$ cat config.mk
export PLATFORM = sky130hd
export DESIGN_NAME = complement_ack_block_receiver
export DESIGN_NICKNAME = d
export VERILOG_FILES = /design/src/rtl/cab_pkg.sv /design/src/rtl/cab_class.sv /design/src/rtl/complement_ack_block_receiver.sv
export SDC_FILE = /design/constraint.sdc
export NUM_CORES = 1
export LEC_CHECK = 0
export ABC_AREA = 1
export BUFFER_PORTS_ARGS = -buffer_cell sky130_fd_sc_hd__buf_2
export CORE_ASPECT_RATIO = 2
export CORE_UTILIZATION = 40
export CTS_CLUSTER_SIZE = 30
export DETAILED_ROUTE_END_ITERATION = 16
export GPL_ROUTABILITY_DRIVEN = 1
export PLACE_DENSITY = 0.68
export SLEW_MARGIN = 30
export SYNTH_ARGS = -nofsm -noshare
export SYNTH_HDL_FRONTEND = slang
export SYNTH_SLANG_ARGS = --single-unit
$ cat constraint.sdc
create_clock -name i_clk -period 2 [get_ports i_clk]
set_clock_uncertainty 0.05 [all_clocks]
set_input_delay 0.3 -clock i_clk [delete_from_list [all_inputs] [get_ports i_clk]]
set_output_delay 0.3 -clock i_clk [all_outputs]
set_load 0.1 [all_outputs]
$ cat src/rtl/cab_pkg.sv
// Shared types and codes for the complement-acknowledge block receiver.
`timescale 1ns / 1ps

package cab_pkg;

    localparam int KIND_W = 3;

    localparam logic [KIND_W-1:0] KIND_LENGTH   = 3'd0;
    localparam logic [KIND_W-1:0] KIND_SEQUENCE = 3'd1;
    localparam logic [KIND_W-1:0] KIND_TITLE    = 3'd2;
    localparam logic [KIND_W-1:0] KIND_PAYLOAD  = 3'd3;
    localparam logic [KIND_W-1:0] KIND_TRAILER  = 3'd4;
    localparam logic [KIND_W-1:0] KIND_ECHO     = 3'd5;
    localparam logic [KIND_W-1:0] KIND_TIMEOUT  = 3'd6;

    // Configuration register indexes.
    localparam logic CFG_USE_SEQ = 1'b0;
    localparam logic CFG_ECHO    = 1'b1;

    typedef struct packed {
        logic       timed_out;
        logic [7:0] line_byte;
    } t_in;

    typedef struct packed {
        logic              block_done;
        logic [7:0]        ack_byte;
        logic              ack_valid;
        logic [7:0]        data_byte;
        logic [KIND_W-1:0] byte_kind;
    } t_res;

endpackage

$ cat src/rtl/cab_class.sv
// Position tracking and byte classification for one received line byte.
`timescale 1ns / 1ps

module cab_class (
    input  logic          i_clk,
    input  logic          i_rst_n,
    input  logic          i_fire,
    input  cab_pkg::t_in  i_item,
    input  logic          i_use_seq,
    input  logic          i_echo,
    output cab_pkg::t_res o_res
);

    logic [7:0] r_pos, n_pos;
    logic [7:0] r_len, n_len;
    logic       r_loop, n_loop;

    logic [7:0] title_pos;

    always_comb begin
        title_pos = i_use_seq ? 8'd2 : 8'd1;
        n_pos     = r_pos;
        n_len     = r_len;
        n_loop    = r_loop;

        o_res.byte_kind  = cab_pkg::KIND_PAYLOAD;
        o_res.data_byte  = i_item.line_byte;
        o_res.ack_valid  = 1'b0;
        o_res.block_done = 1'b0;

        if (i_item.timed_out) begin
            o_res.byte_kind  = cab_pkg::KIND_TIMEOUT;
            o_res.data_byte  = 8'd0;
            o_res.block_done = 1'b1;
            n_pos            = 8'd0;
            n_loop           = 1'b0;
        end else if (r_loop) begin
            o_res.byte_kind = cab_pkg::KIND_ECHO;
            n_loop          = 1'b0;
        end else begin
            if (r_pos == 8'd0) begin
                o_res.byte_kind = cab_pkg::KIND_LENGTH;
                n_len           = i_item.line_byte;
                o_res.ack_valid = i_echo;
                if (i_item.line_byte == 8'd0) begin
                    o_res.block_done = 1'b1;
                end else begin
                    n_pos = 8'd1;
                end
            end else if (r_pos >= r_len) begin
                o_res.byte_kind  = cab_pkg::KIND_TRAILER;
                o_res.block_done = 1'b1;
                n_pos            = 8'd0;
            end else begin
                if (i_use_seq && r_pos == 8'd1) begin
                    o_res.byte_kind = cab_pkg::KIND_SEQUENCE;
                end else if (r_pos == title_pos) begin
                    o_res.byte_kind = cab_pkg::KIND_TITLE;
                end else begin
                    o_res.byte_kind = cab_pkg::KIND_PAYLOAD;
                end
                o_res.ack_valid = i_echo;
                n_pos           = r_pos + 8'd1;
            end
            n_loop = o_res.ack_valid;
        end

        o_res.ack_byte = o_res.ack_valid ? ~i_item.line_byte : 8'd0;
    end

    always_ff @(posedge i_clk) begin
        if (!i_rst_n) begin
            r_pos  <= 8'd0;
            r_len  <= 8'd0;
            r_loop <= 1'b0;
        end else if (i_fire) begin
            r_pos  <= n_pos;
            r_len  <= n_len;
            r_loop <= n_loop;
        end
    end

endmodule

$ cat src/rtl/complement_ack_block_receiver.sv
// Top level of the complement-acknowledge block receiver.
`timescale 1ns / 1ps

// This block receives a length-prefixed block one line byte per item. The
// first byte gives the number of bytes that follow; later bytes are classed
// by position as sequence number (when enabled), title, payload, and the
// final trailer. With echo mode on, every byte but the trailer produces an
// acknowledge byte (its complement), and the following line byte is taken
// as the loopback of that acknowledge and reported as discarded. An item
// with the timeout flag set aborts the block and reports an error. Every
// item gives exactly one result item. An item passes through the input
// register and then the result register, and a new item is taken every
// cycle while the result side keeps up; the position counter updates in
// the same cycle that an item moves from the input register to the result
// register, which is what sets that rate. Configuration writes take effect
// at once, so they should be issued only while no item is in flight.
module complement_ack_block_receiver (
    input  logic        i_clk,
    input  logic        i_rst_n,
    // Configuration write port.
    input  logic        i_cfg_we,
    input  logic        i_cfg_idx,
    input  logic        i_cfg_data,
    // Incoming line bytes.
    input  logic        i_s_axis_tvalid,
    output logic        o_s_axis_tready,
    input  logic [7:0]  i_s_axis_tdata,   // [7:0] line_byte
    input  logic        i_s_axis_tuser,   // [0] timed_out
    // Classified results.
    output logic        o_m_axis_tvalid,
    input  logic        i_m_axis_tready,
    output logic [23:0] o_m_axis_tdata,   // [7:0] data_byte, [8] ack_valid,
                                          // [16:9] ack_byte, [23:17] zero
    output logic [2:0]  o_m_axis_tuser,   // [2:0] byte_kind
    output logic        o_m_axis_tlast    // block_done
);

    logic r_use_seq;
    logic r_echo;

    logic          r_in_valid;
    cab_pkg::t_in  r_in;
    logic          r_out_valid;
    cab_pkg::t_res r_out;

    cab_pkg::t_res res;
    logic          out_free;
    logic          move;

    // The result register frees up when it is empty or being taken.
    assign out_free        = !r_out_valid || i_m_axis_tready;
    assign move            = r_in_valid && out_free;
    assign o_s_axis_tready = !r_in_valid || move;

    always_ff @(posedge i_clk) begin
        if (!i_rst_n) begin
            r_use_seq <= 1'b1;
            r_echo    <= 1'b1;
        end else if (i_cfg_we) begin
            case (i_cfg_idx)
                cab_pkg::CFG_USE_SEQ: r_use_seq <= i_cfg_data;
                cab_pkg::CFG_ECHO:    r_echo    <= i_cfg_data;
                default: begin
                end
            endcase
        end
    end

    // Input register.
    always_ff @(posedge i_clk) begin
        if (!i_rst_n) begin
            r_in_valid <= 1'b0;
        end else if (o_s_axis_tready) begin
            r_in_valid <= i_s_axis_tvalid;
        end
    end

    always_ff @(posedge i_clk) begin
        if (o_s_axis_tready && i_s_axis_tvalid) begin
            r_in.line_byte <= i_s_axis_tdata;
            r_in.timed_out <= i_s_axis_tuser;
        end
    end

    cab_class u_class (
        .i_clk     (i_clk),
        .i_rst_n   (i_rst_n),
        .i_fire    (move),
        .i_item    (r_in),
        .i_use_seq (r_use_seq),
        .i_echo    (r_echo),
        .o_res     (res)
    );

    // Result register.
    always_ff @(posedge i_clk) begin
        if (!i_rst_n) begin
            r_out_valid <= 1'b0;
        end else if (out_free) begin
            r_out_valid <= r_in_valid;
        end
    end

    always_ff @(posedge i_clk) begin
        if (move) begin
            r_out <= res;
        end
    end

    assign o_m_axis_tvalid = r_out_valid;
    assign o_m_axis_tdata  = {7'd0, r_out.ack_byte, r_out.ack_valid, r_out.data_byte};
    assign o_m_axis_tuser  = r_out.byte_kind;
    assign o_m_axis_tlast  = r_out.block_done;

    // An acknowledge always carries the complement of the received byte.
    a_ack_complement: assert property (@(posedge i_clk) disable iff (!i_rst_n)
        (o_m_axis_tvalid && o_m_axis_tdata[8]) |->
            (o_m_axis_tdata[16:9] == ~o_m_axis_tdata[7:0]))
        else $error("ack byte is not the complement of the data byte");

    // A timeout ends the block and is never acknowledged.
    a_timeout_done: assert property (@(posedge i_clk) disable iff (!i_rst_n)
        (o_m_axis_tvalid && o_m_axis_tuser == cab_pkg::KIND_TIMEOUT) |->
            (o_m_axis_tlast && !o_m_axis_tdata[8] && o_m_axis_tdata[7:0] == 8'd0))
        else $error("timeout result malformed");

    // A trailer ends the block and is never acknowledged.
    a_trailer: assert property (@(posedge i_clk) disable iff (!i_rst_n)
        (o_m_axis_tvalid && o_m_axis_tuser == cab_pkg::KIND_TRAILER) |->
            (o_m_axis_tlast && !o_m_axis_tdata[8]))
        else $error("trailer result malformed");

    // A discarded loopback neither ends the block nor asks for an acknowledge.
    a_echo: assert property (@(posedge i_clk) disable iff (!i_rst_n)
        (o_m_axis_tvalid && o_m_axis_tuser == cab_pkg::KIND_ECHO) |->
            (!o_m_axis_tlast && !o_m_axis_tdata[8]))
        else $error("loopback result malformed");

endmodule
==> summary.txt, run 1 <==
Outcome
  – Status: finished, final reports clean

Critical path
  – Critical Path RT: 2000 ps
  – R2R Path Start: u_class.r_len[7]
  – Max FO, Critical Path: 10
  – Setup Crit Path Kind: reg2reg
  – Worst reg2reg setup slack: 170 ps
  – Delay-heaviest family, CP: simple AND/OR/NAND/NOR gates
  – Crit path buf inv count: 1
  – Critical path depth: 9
  – Worst R2R End: o_m_axis_tdata[13]
  – CP max stage delay: 340 ps
  – Slowest cell on crit path: dfxtp_1
  – Critical Path Most Common Cell: nor2_1
  – Origin of the worst setup path: u_class.r_len[7]
  – CP Launch Type: flop
  – Worst EP arrival: 1830 ps
  – CP Capture Type: flop
  – CP Cell Sequence: inv_1 -> ha_1 -> nand2_1 -> nor2_1 -> nand4_1 -> nand3_2 -> nand2_2 -> nand3_4 -> nor2_1
  – Worst Setup EP: o_m_axis_tdata[13]
  – R2R depth: 9

Global routing
  – Vias in the first global route: 1,738
  – First-pass GRT wire length: 7900 µm
  – Initial antenna violation count: 0
  – Total track usage: 0.169
  – GR Overflow Total: 0
  – Largest net degree at the start of global routing: 24

Power and ir drop
  – Flop pwr share: 0.458
  – Switching Fraction: 0.293
  – Pint: 0.00184 W
  – Clock power share: 0.376
  – VDD IR max: 832 µV
  – Combinational share of power: 0.166
  – Total power: 0.00260 W
  – Cell Pwr Density: 917 mW/mm²
  – Sw Pwr: 0.000762 W
  – Leak: 1.23 nW

Timing
  – Minimum clock period: 1830 ps
  – Achievable Freq: 0.548 GHz
  – Period utilisation layout: 0.913
  – Hold Vio Cnt, Final: 0
  – Final worst setup slack: 174 ps
  – RSZ-0062 raised after global routing: yes
  – Worst hold slack: 126 ps
  – Number of slew-limit violations in the final report: 0
  – Final setup viols: 0

Logic synthesis
  – Unique masters post-synth: 28
  – Proportion of synthesized area in mux cells: 0
  – Mapped Area: 0.00239 mm²
  – XOR/XNOR share of the synthesized area: 0.0183
  – Avg Cell Area, Syn: 9.55 µm²
  – Synth Area in Simple Gates: 0.191
  – Post-synthesis compound-gate area fraction: 0.0917
  – Mapped Cells: 250
  – Post-Synth Adder-Cell Area: 0.0576
  – Register bit total from synthesis: 51
  – Synth Warn #: 0
  – Register area share after synthesis: 0.553
  – Main combinational cell family by area after synthesis: simple AND/OR/NAND/NOR gates

Drt
  – ANT nets after route: 0
  – Vias per Instance: 4.91
  – Post-route DRC: 0
  – TritonRoute pass-1 iters: 4
  – Routed WL: 4710 µm
  – WL/cell: 13.1 µm
  – Via count: 1,758
  – Initial drt markers: 28

Clock tree
  – CTS tree: done
  – Post-CTS Setup Bufs: 0
  – CTS root buf: clkbuf_16
  – CTS Buf Count: 5
  – Register clock-pin slew on the reported worst setup and hold paths: 70 ps
  – H-tree Lvls: 2
  – Clock Latency Late Sink: 290 ps
  – TritonCTS Sinks: 51
  – Maximum buffer depth of the clock tree: 2

Min path
  – Hold path startpoint: i_s_axis_tdata[2]
  – Worst Hold Class: in2reg
  – Cell depth of the worst hold path: 1

Finish
  – Diodes inserted: 0
  – Commonest non-fill, non-tap cell in the layout: buf_2
  – Area grow syn2layout: 18.7%
  – Finished Core Util: 0.497
  – Most frequent cells in the layout: 38 x buf_2, 33 x inv_1, 33 x nor2_1
  – Net count, final: 323
  – Layout fillers: 548
  – Share of layout cells above drive strength 1: 0.232

Die
  – Die area: 0.00630 mm²
  – Initial core utilization: 0.418
  – Core Rows: 39
  – Die Height: 111 µm
  – Core area: 0.00571 mm²
  – Die width: 56.6 µm
  – I/O pin count: 46

Place
  – Final GP Congestion: 0.837
  – HPWL Detailed: 3730 µm
  – PortBufs: 38
  – Post-place setup slack: 80.7 ps

Flow run
  – Max cap viols: 0
[registers in the layout, indices dropped and copies added (netlist names), 3 cells and up]
register        flops
o_m_axis_tdata     17
o_m_axis_tuser      3
r_in                9
u_class.r_len       8
u_class.r_pos       8
[timing repair]
| action | CTS | global route |
|---|---|---|
| hold buffers | 0 | 0 |
| endpoints found under the setup margin | 0 | 6 |
| resized for setup | 0 | 2 |
[layout make-up]
| class | instances | area [µm²] | area share |
|---|---|---|---|
| timing repair buffer | 43 | 228 | 0.0803 |
| clock buffer | 5 | 125 | 0.0441 |
| clock inverter | 3 | 46.3 | 0.0163 |
| inverter | 36 | 135 | 0.0477 |
| tap | 61 | 76.3 | 0.0269 |
| sequential | 51 | 1320 | 0.466 |
| multi-input combinational | 159 | 902 | 0.318 |
[worst min-delay path by stage]
stage	to	slack (ps)
2_1_floorplan	r_in[0]	350
3_3_place_gp	r_in[7]	430
3_5_place_dp	r_in[2]	430
4_1_cts	r_in[2]	120
5_1_grt	r_in[2]	120
6_report	r_in[2]	130
[logic make-up after synthesis]
kind of cell               count (synthesis)
and+or+nand+nor                           97
DFF                                       51
buffers and inverters                     46
AOI/OAI and AO/OA                         39
adders and majority gates                 11
xor gates and xnor gates                   5
other                                      1
[worst register-to-register path, stage by stage, from the launching register on]
cell,delay (ps)
dfxtp_1,340
inv_1,50
ha_1,280
nand2_1,70
nor2_1,160
nand4_1,120
nand3_2,160
nand2_2,140
nand3_4,140
nor2_1,60
[metal layers]
metal | global-route usage | up-vias | wire (µm)
li1 | - | 905 | -
met4 | 0.119 | 0 | 188
met5 | 0 | - | 0
met2 | 0.317 | 48 | 2770
met1 | 0.153 | 792 | 1560
met3 | 0.0292 | 13 | 190
[through the flow]
stage	instances	instance area, µm²	TNS, ps
floorplan	256	2420	0
global placement	350	2660	0
detailed placement	350	2660	0
CTS	358	2830	0
global route	358	2840	-14.7
finish	358	2840	0
[cell usage after synthesis, drive strengths merged]
cell type	n	share of area
buf	9	0.029
clkinv	1	0.0016
ha	11	0.058
conb	1	0.0016
a21oi	25	0.057
o21ai	12	0.028
clkbuf	1	0.0016
nand4	1	0.0026
nor2	36	0.067
xor2	5	0.018
nor3	3	0.0063
a211oi	1	0.0031
a21o	1	0.0031
dfxtp	21	0.18
nand3	25	0.062
edfxtp	30	0.38
inv	35	0.055
nand2	32	0.053
[power by group through the flow]
stage | Combinational [W] | Clock [W] | Sequential (W)
6_report | 0.000430 | 0.000978 | 0.00119
5_1_grt | 0.000460 | 0.00105 | 0.00120
4_1_cts | 0.000430 | 0.00100 | 0.00119
3_5_place_dp | 0.000429 | 0 | 0.00122
3_3_place_gp | 0.000424 | 0 | 0.00121
2_1_floorplan | 0.000198 | 0 | 0.00138
(Power assumes the default switching activity.)
==> inputs of run 2 (changes only) <==
--- a/config.mk
+++ b/config.mk
@@ -5,7 +5,6 @@
 export SDC_FILE = /design/constraint.sdc
 export NUM_CORES = 1
 export LEC_CHECK = 0
-export ABC_AREA = 1
 export BUFFER_PORTS_ARGS = -buffer_cell sky130_fd_sc_hd__buf_2
 export CORE_ASPECT_RATIO = 2
 export CORE_UTILIZATION = 40
@@ -17,3 +16,4 @@
 export SYNTH_ARGS = -nofsm -noshare
 export SYNTH_HDL_FRONTEND = slang
 export SYNTH_SLANG_ARGS = --single-unit
+export TNS_END_PERCENT = 100
==> run 2 against run 1 <==
The flow now finishes with violations (DRC, setup timing); combinational power grew 19%; first-iteration DRC count grew 64%; global-route usage rose by 0.88 points; via count increased by 0.63%; non-clock buffer count up 22; synthesized cell count fell by 16%; register-to-register slack lost 190 ps; die area increased by 2.5%; fmax fell by 9.5%; critical endpoint is now o_m_axis_tdata[9]; largest power group unchanged; highest routed layer unchanged.
==> summary.txt, run 2 <==
Outcome
  – Status: finished, violations left
  – Violated checks: DRC, setup timing

Global routing
  – Met1 Use GR: 0.149 (-0.00406)
  – Vias in the first global route: 1,832 (+5.4%)
  – Grt met3 use: 0.0276 (-0.00152)
  – GR Layer Usage met2: 0.349 (+0.0320)
  – Layer with the highest usage: met2
  – Total track usage: 0.177 (+0.00879)
  – Largest net degree at the start of global routing: 22 (-8.3%)
  – Initial antenna violation count: 0 (unchanged)
  – First-pass GRT wire length: 8540 µm (+8.0%)
  – GR Overflow Total: 0 (unchanged)

Critical path
  – CP Cell Sequence: inv_2 -> ha_4 -> nand2b_4 -> a2111oi_4 -> o311a_1 -> o211ai_2 -> buf_12 -> nor2_1
  – Max FO, Critical Path: 9 (-1)
  – CP max stage delay: 420 ps (+80 ps)
  – Critical path depth: 8 (-1)
  – R2R depth: 8 (-1)
  – Critical Path RT: 1980 ps (-20 ps)
  – Slowest cell on crit path: o311a_1
  – Worst R2R End: o_m_axis_tdata[9]
  – Worst reg2reg setup slack: -20 ps (-190 ps)
  – CP Capture Type: flop
  – Worst EP arrival: 2000 ps (+170 ps)
  – R2R Path Start: u_class.r_pos[0]
  – Crit path buf inv count: 2 (+1)
  – Delay-heaviest family, CP: compound AO/OA/AOI/OAI gates
  – CP Launch Type: flop
  – Setup Crit Path Kind: reg2reg

Logic synthesis
  – Post-synth top area cell: edfxtp_1
  – Async SR Flop Fraction: 0 (unchanged)
  – Post-synth top area share: 0.368 (-0.00944)
  – Synth top cells by count: 30 x edfxtp_1, 21 x dfxtp_1, 19 x nor2b_1
  – Unique masters post-synth: 46 (+64%)
  – Top cells by area, synth: edfxtp_1 37%, dfxtp_1 17%, ha_1 5.6%
  – Mapped Cells: 209 (-16%)
  – Mapped Area: 0.00245 mm² (+2.6%)
  – Register area share after synthesis: 0.539 (-0.0138)
  – Synth Warn #: 0 (unchanged)
  – Avg Cell Area, Syn: 11.7 µm² (+23%)
  – Most frequent cell after synthesis: edfxtp_1
  – Post-synth EDFFs: 30 (unchanged)
  – Ys flop type: edfxtp_1
  – Register bit total from synthesis: 51 (unchanged)

Die
  – Core area: 0.00596 mm² (+4.3%)
  – Die width: 57.3 µm (+1.2%)
  – Die Height: 113 µm (+1.3%)
  – I/O pin count: 46 (unchanged)
  – Core Rows: 40 (+2.6%)
  – Die area: 0.00646 mm² (+2.5%)
  – Initial core utilization: 0.411 (-0.00702)

Place
  – HPWL Detailed: 3870 µm (+3.8%)
  – Final GP Congestion: 0.780 (-6.9%)
  – Placed cells: 328 (-6.3%)
  – PortBufs: 38 (unchanged)

Timing
  – Period utilisation layout: 1.01 (+0.0960)
  – Final TNS setup: -85.2 ps (-85.2 ps)
  – Final setup viols: 9 (+9)
  – Number of slew-limit violations in the final report: 0 (unchanged)
  – Achievable Freq: 0.496 GHz (-9.5%)
  – RSZ-0062 raised after global routing: yes
  – Minimum clock period: 2020 ps (+192 ps)
  – Worst hold slack: 134 ps (+7.40 ps)
  – Final worst setup slack: -17.8 ps (-192 ps)
  – Hold Vio Cnt, Final: 0 (unchanged)

Min path
  – Cell depth of the worst hold path: 1 (unchanged)
  – Worst Hold Class: in2reg
  – Worst Hold Endpoint: r_in[2]
  – Hold path startpoint: i_s_axis_tdata[2]

Drt
  – Post-route DRC: 6 (+6)
  – Vias per Instance: 5.23 (+6.6%)
  – Routed WL: 5310 µm (+13%)
  – Initial drt markers: 46 (+64%)
  – ANT nets after route: 0 (unchanged)
  – WL/cell: 15.7 µm (+20%)
  – TritonRoute pass-1 iters: 10 (+6)
  – Via count: 1,769 (+0.63%)

Clock tree
  – CTS root buf: clkbuf_16
  – TritonCTS Sinks: 51 (unchanged)
  – H-tree Lvls: 2 (unchanged)
  – Maximum buffer depth of the clock tree: 2 (unchanged)
  – CTS Buf Count: 5 (unchanged)
  – CTS Hold Bufs: 0 (unchanged)
  – CTS tree: done
  – Clock Latency Late Sink: 290 ps (about the same)
  – Register clock-pin slew on the reported worst setup and hold paths: 70 ps (about the same)

Finish
  – Share of layout cells above drive strength 1: 0.385 (+0.153)
  – Area of the multi-input gates: 0.00111 mm² (+23%)
  – Non-Filler Instances: 338 (-5.6%)
  – Area grow syn2layout: 28.4%
  – Register cell area after layout: 0.00134 mm² (+0.95%)
  – Diodes inserted: 0 (unchanged)
  – Max reg flops: 17 (unchanged)
  – Most frequent cells in the layout: 38 x buf_2, 30 x edfxtp_1, 24 x buf_4
  – Net count, final: 301 (-6.8%)
  – Layout fillers: 517 (-5.7%)
  – Commonest non-fill, non-tap cell in the layout: buf_2

Power and ir drop
  – Leak: 1.22 nW (-0.45%)
  – Flop pwr share: 0.474 (+0.016)
  – Clock power share: 0.322 (-0.054)
  – Total power: 0.00252 W (-3.2%)
  – Pint: 0.00177 W (-3.6%)
  – Switching Fraction: 0.296 (+0.00298)
  – VDD IR max: 403 µV (-52%)
  – Combinational share of power: 0.204 (+0.038)
  – Cell Pwr Density: 800 mW/mm² (-13%)
  – Sw Pwr: 0.000746 W (-2.2%)

Flow run
  – Max cap viols: 0 (unchanged)
-- run 2: cell types whose count changed after synthesis, sizes merged, moves of 9 or more --
cell | before | now
nand3 | 25 | 5
mux2i | 0 | 9
nor2b | 0 | 19
o21ai | 12 | 1
nor2 | 36 | 16
inv | 35 | 12
nand2 | 32 | 15
a21oi | 25 | 3
-- run 2: routing by layer --
layer | part of all wire | vias up | wire length [µm]
met5 | 0 | - | 0
met1 | 0.35 | 840 | 1840
met4 | 0.035 | 0 | 184
met2 | 0.60 | 42 | 3170
met3 | 0.022 | 14 | 117
li1 | - | 873 | -
-- run 2: worst max path at each step --
| stage | start | slack (ps) | endpoint |
|---|---|---|---|
| after floorplan | o_m_axis_tvalid | 30 | u_class.r_len[0] |
| after global placement | r_in[0] | -70 | u_class.r_pos[3] |
| after detailed placement | r_in[0] | -140 | u_class.r_pos[3] |
| after CTS | u_class.r_pos[0] | -10 | u_class.r_pos[4] |
| after global routing | u_class.r_pos[0] | -60 | o_m_axis_tdata[10] |
| final | u_class.r_pos[0] | -20 | o_m_axis_tdata[9] |
-- run 2: cell type report --
class,instances,share of cell area
multi-input cells,139,0.353
inverters,12,0.0155
clock inverters,2,0.00278
clock buffers,6,0.0410
well taps,63,0.0250
repair buffers,65,0.138
flip-flops and latches,51,0.424
-- run 2: power by group through the flow --
stage                     logic [W]  registers (W)  clock network, W
after floorplan            0.000208        0.00137                 0
after global placement     0.000466        0.00121                 0
after detailed placement   0.000469        0.00121                 0
after CTS                  0.000515        0.00119          0.000826
after global routing       0.000536        0.00120          0.000859
final                      0.000513        0.00119          0.000812
-- run 2: through the flow --
stage	utilization	setup WS, ps	cell area (µm²)
finish	0.528	-17.8	3150
floorplan	-	30.5	2490
global placement	0.480	-70.0	2860
detailed placement	0.480	-144	2860
global route	0.528	-64.7	3150
CTS	0.525	-9.77	3130
-- run 2: cell families (layout without fill, tap and decap cells) --
logic type | after synthesis | after routing | share of synthesized area
flip-flops | 51 | 51 | 0.539
AO/OA/AOI/OAI | 34 | 34 | 0.124
adder cells (fa/ha/maj) | 11 | 11 | 0.0562
other | 1 | 7 | 0.00153
multiplexers | 9 | 9 | 0.0368
buffers and inverters | 25 | 85 | 0.0623
AND/OR/NAND/NOR | 78 | 78 | 0.180
-- run 2: timing repair --
item,4_1_cts,5_1_grt
endpoints found under the setup margin,17,29
gates resized for setup,15,11
pin swaps,2,4
setup buffers,1,0
cloned,1,0
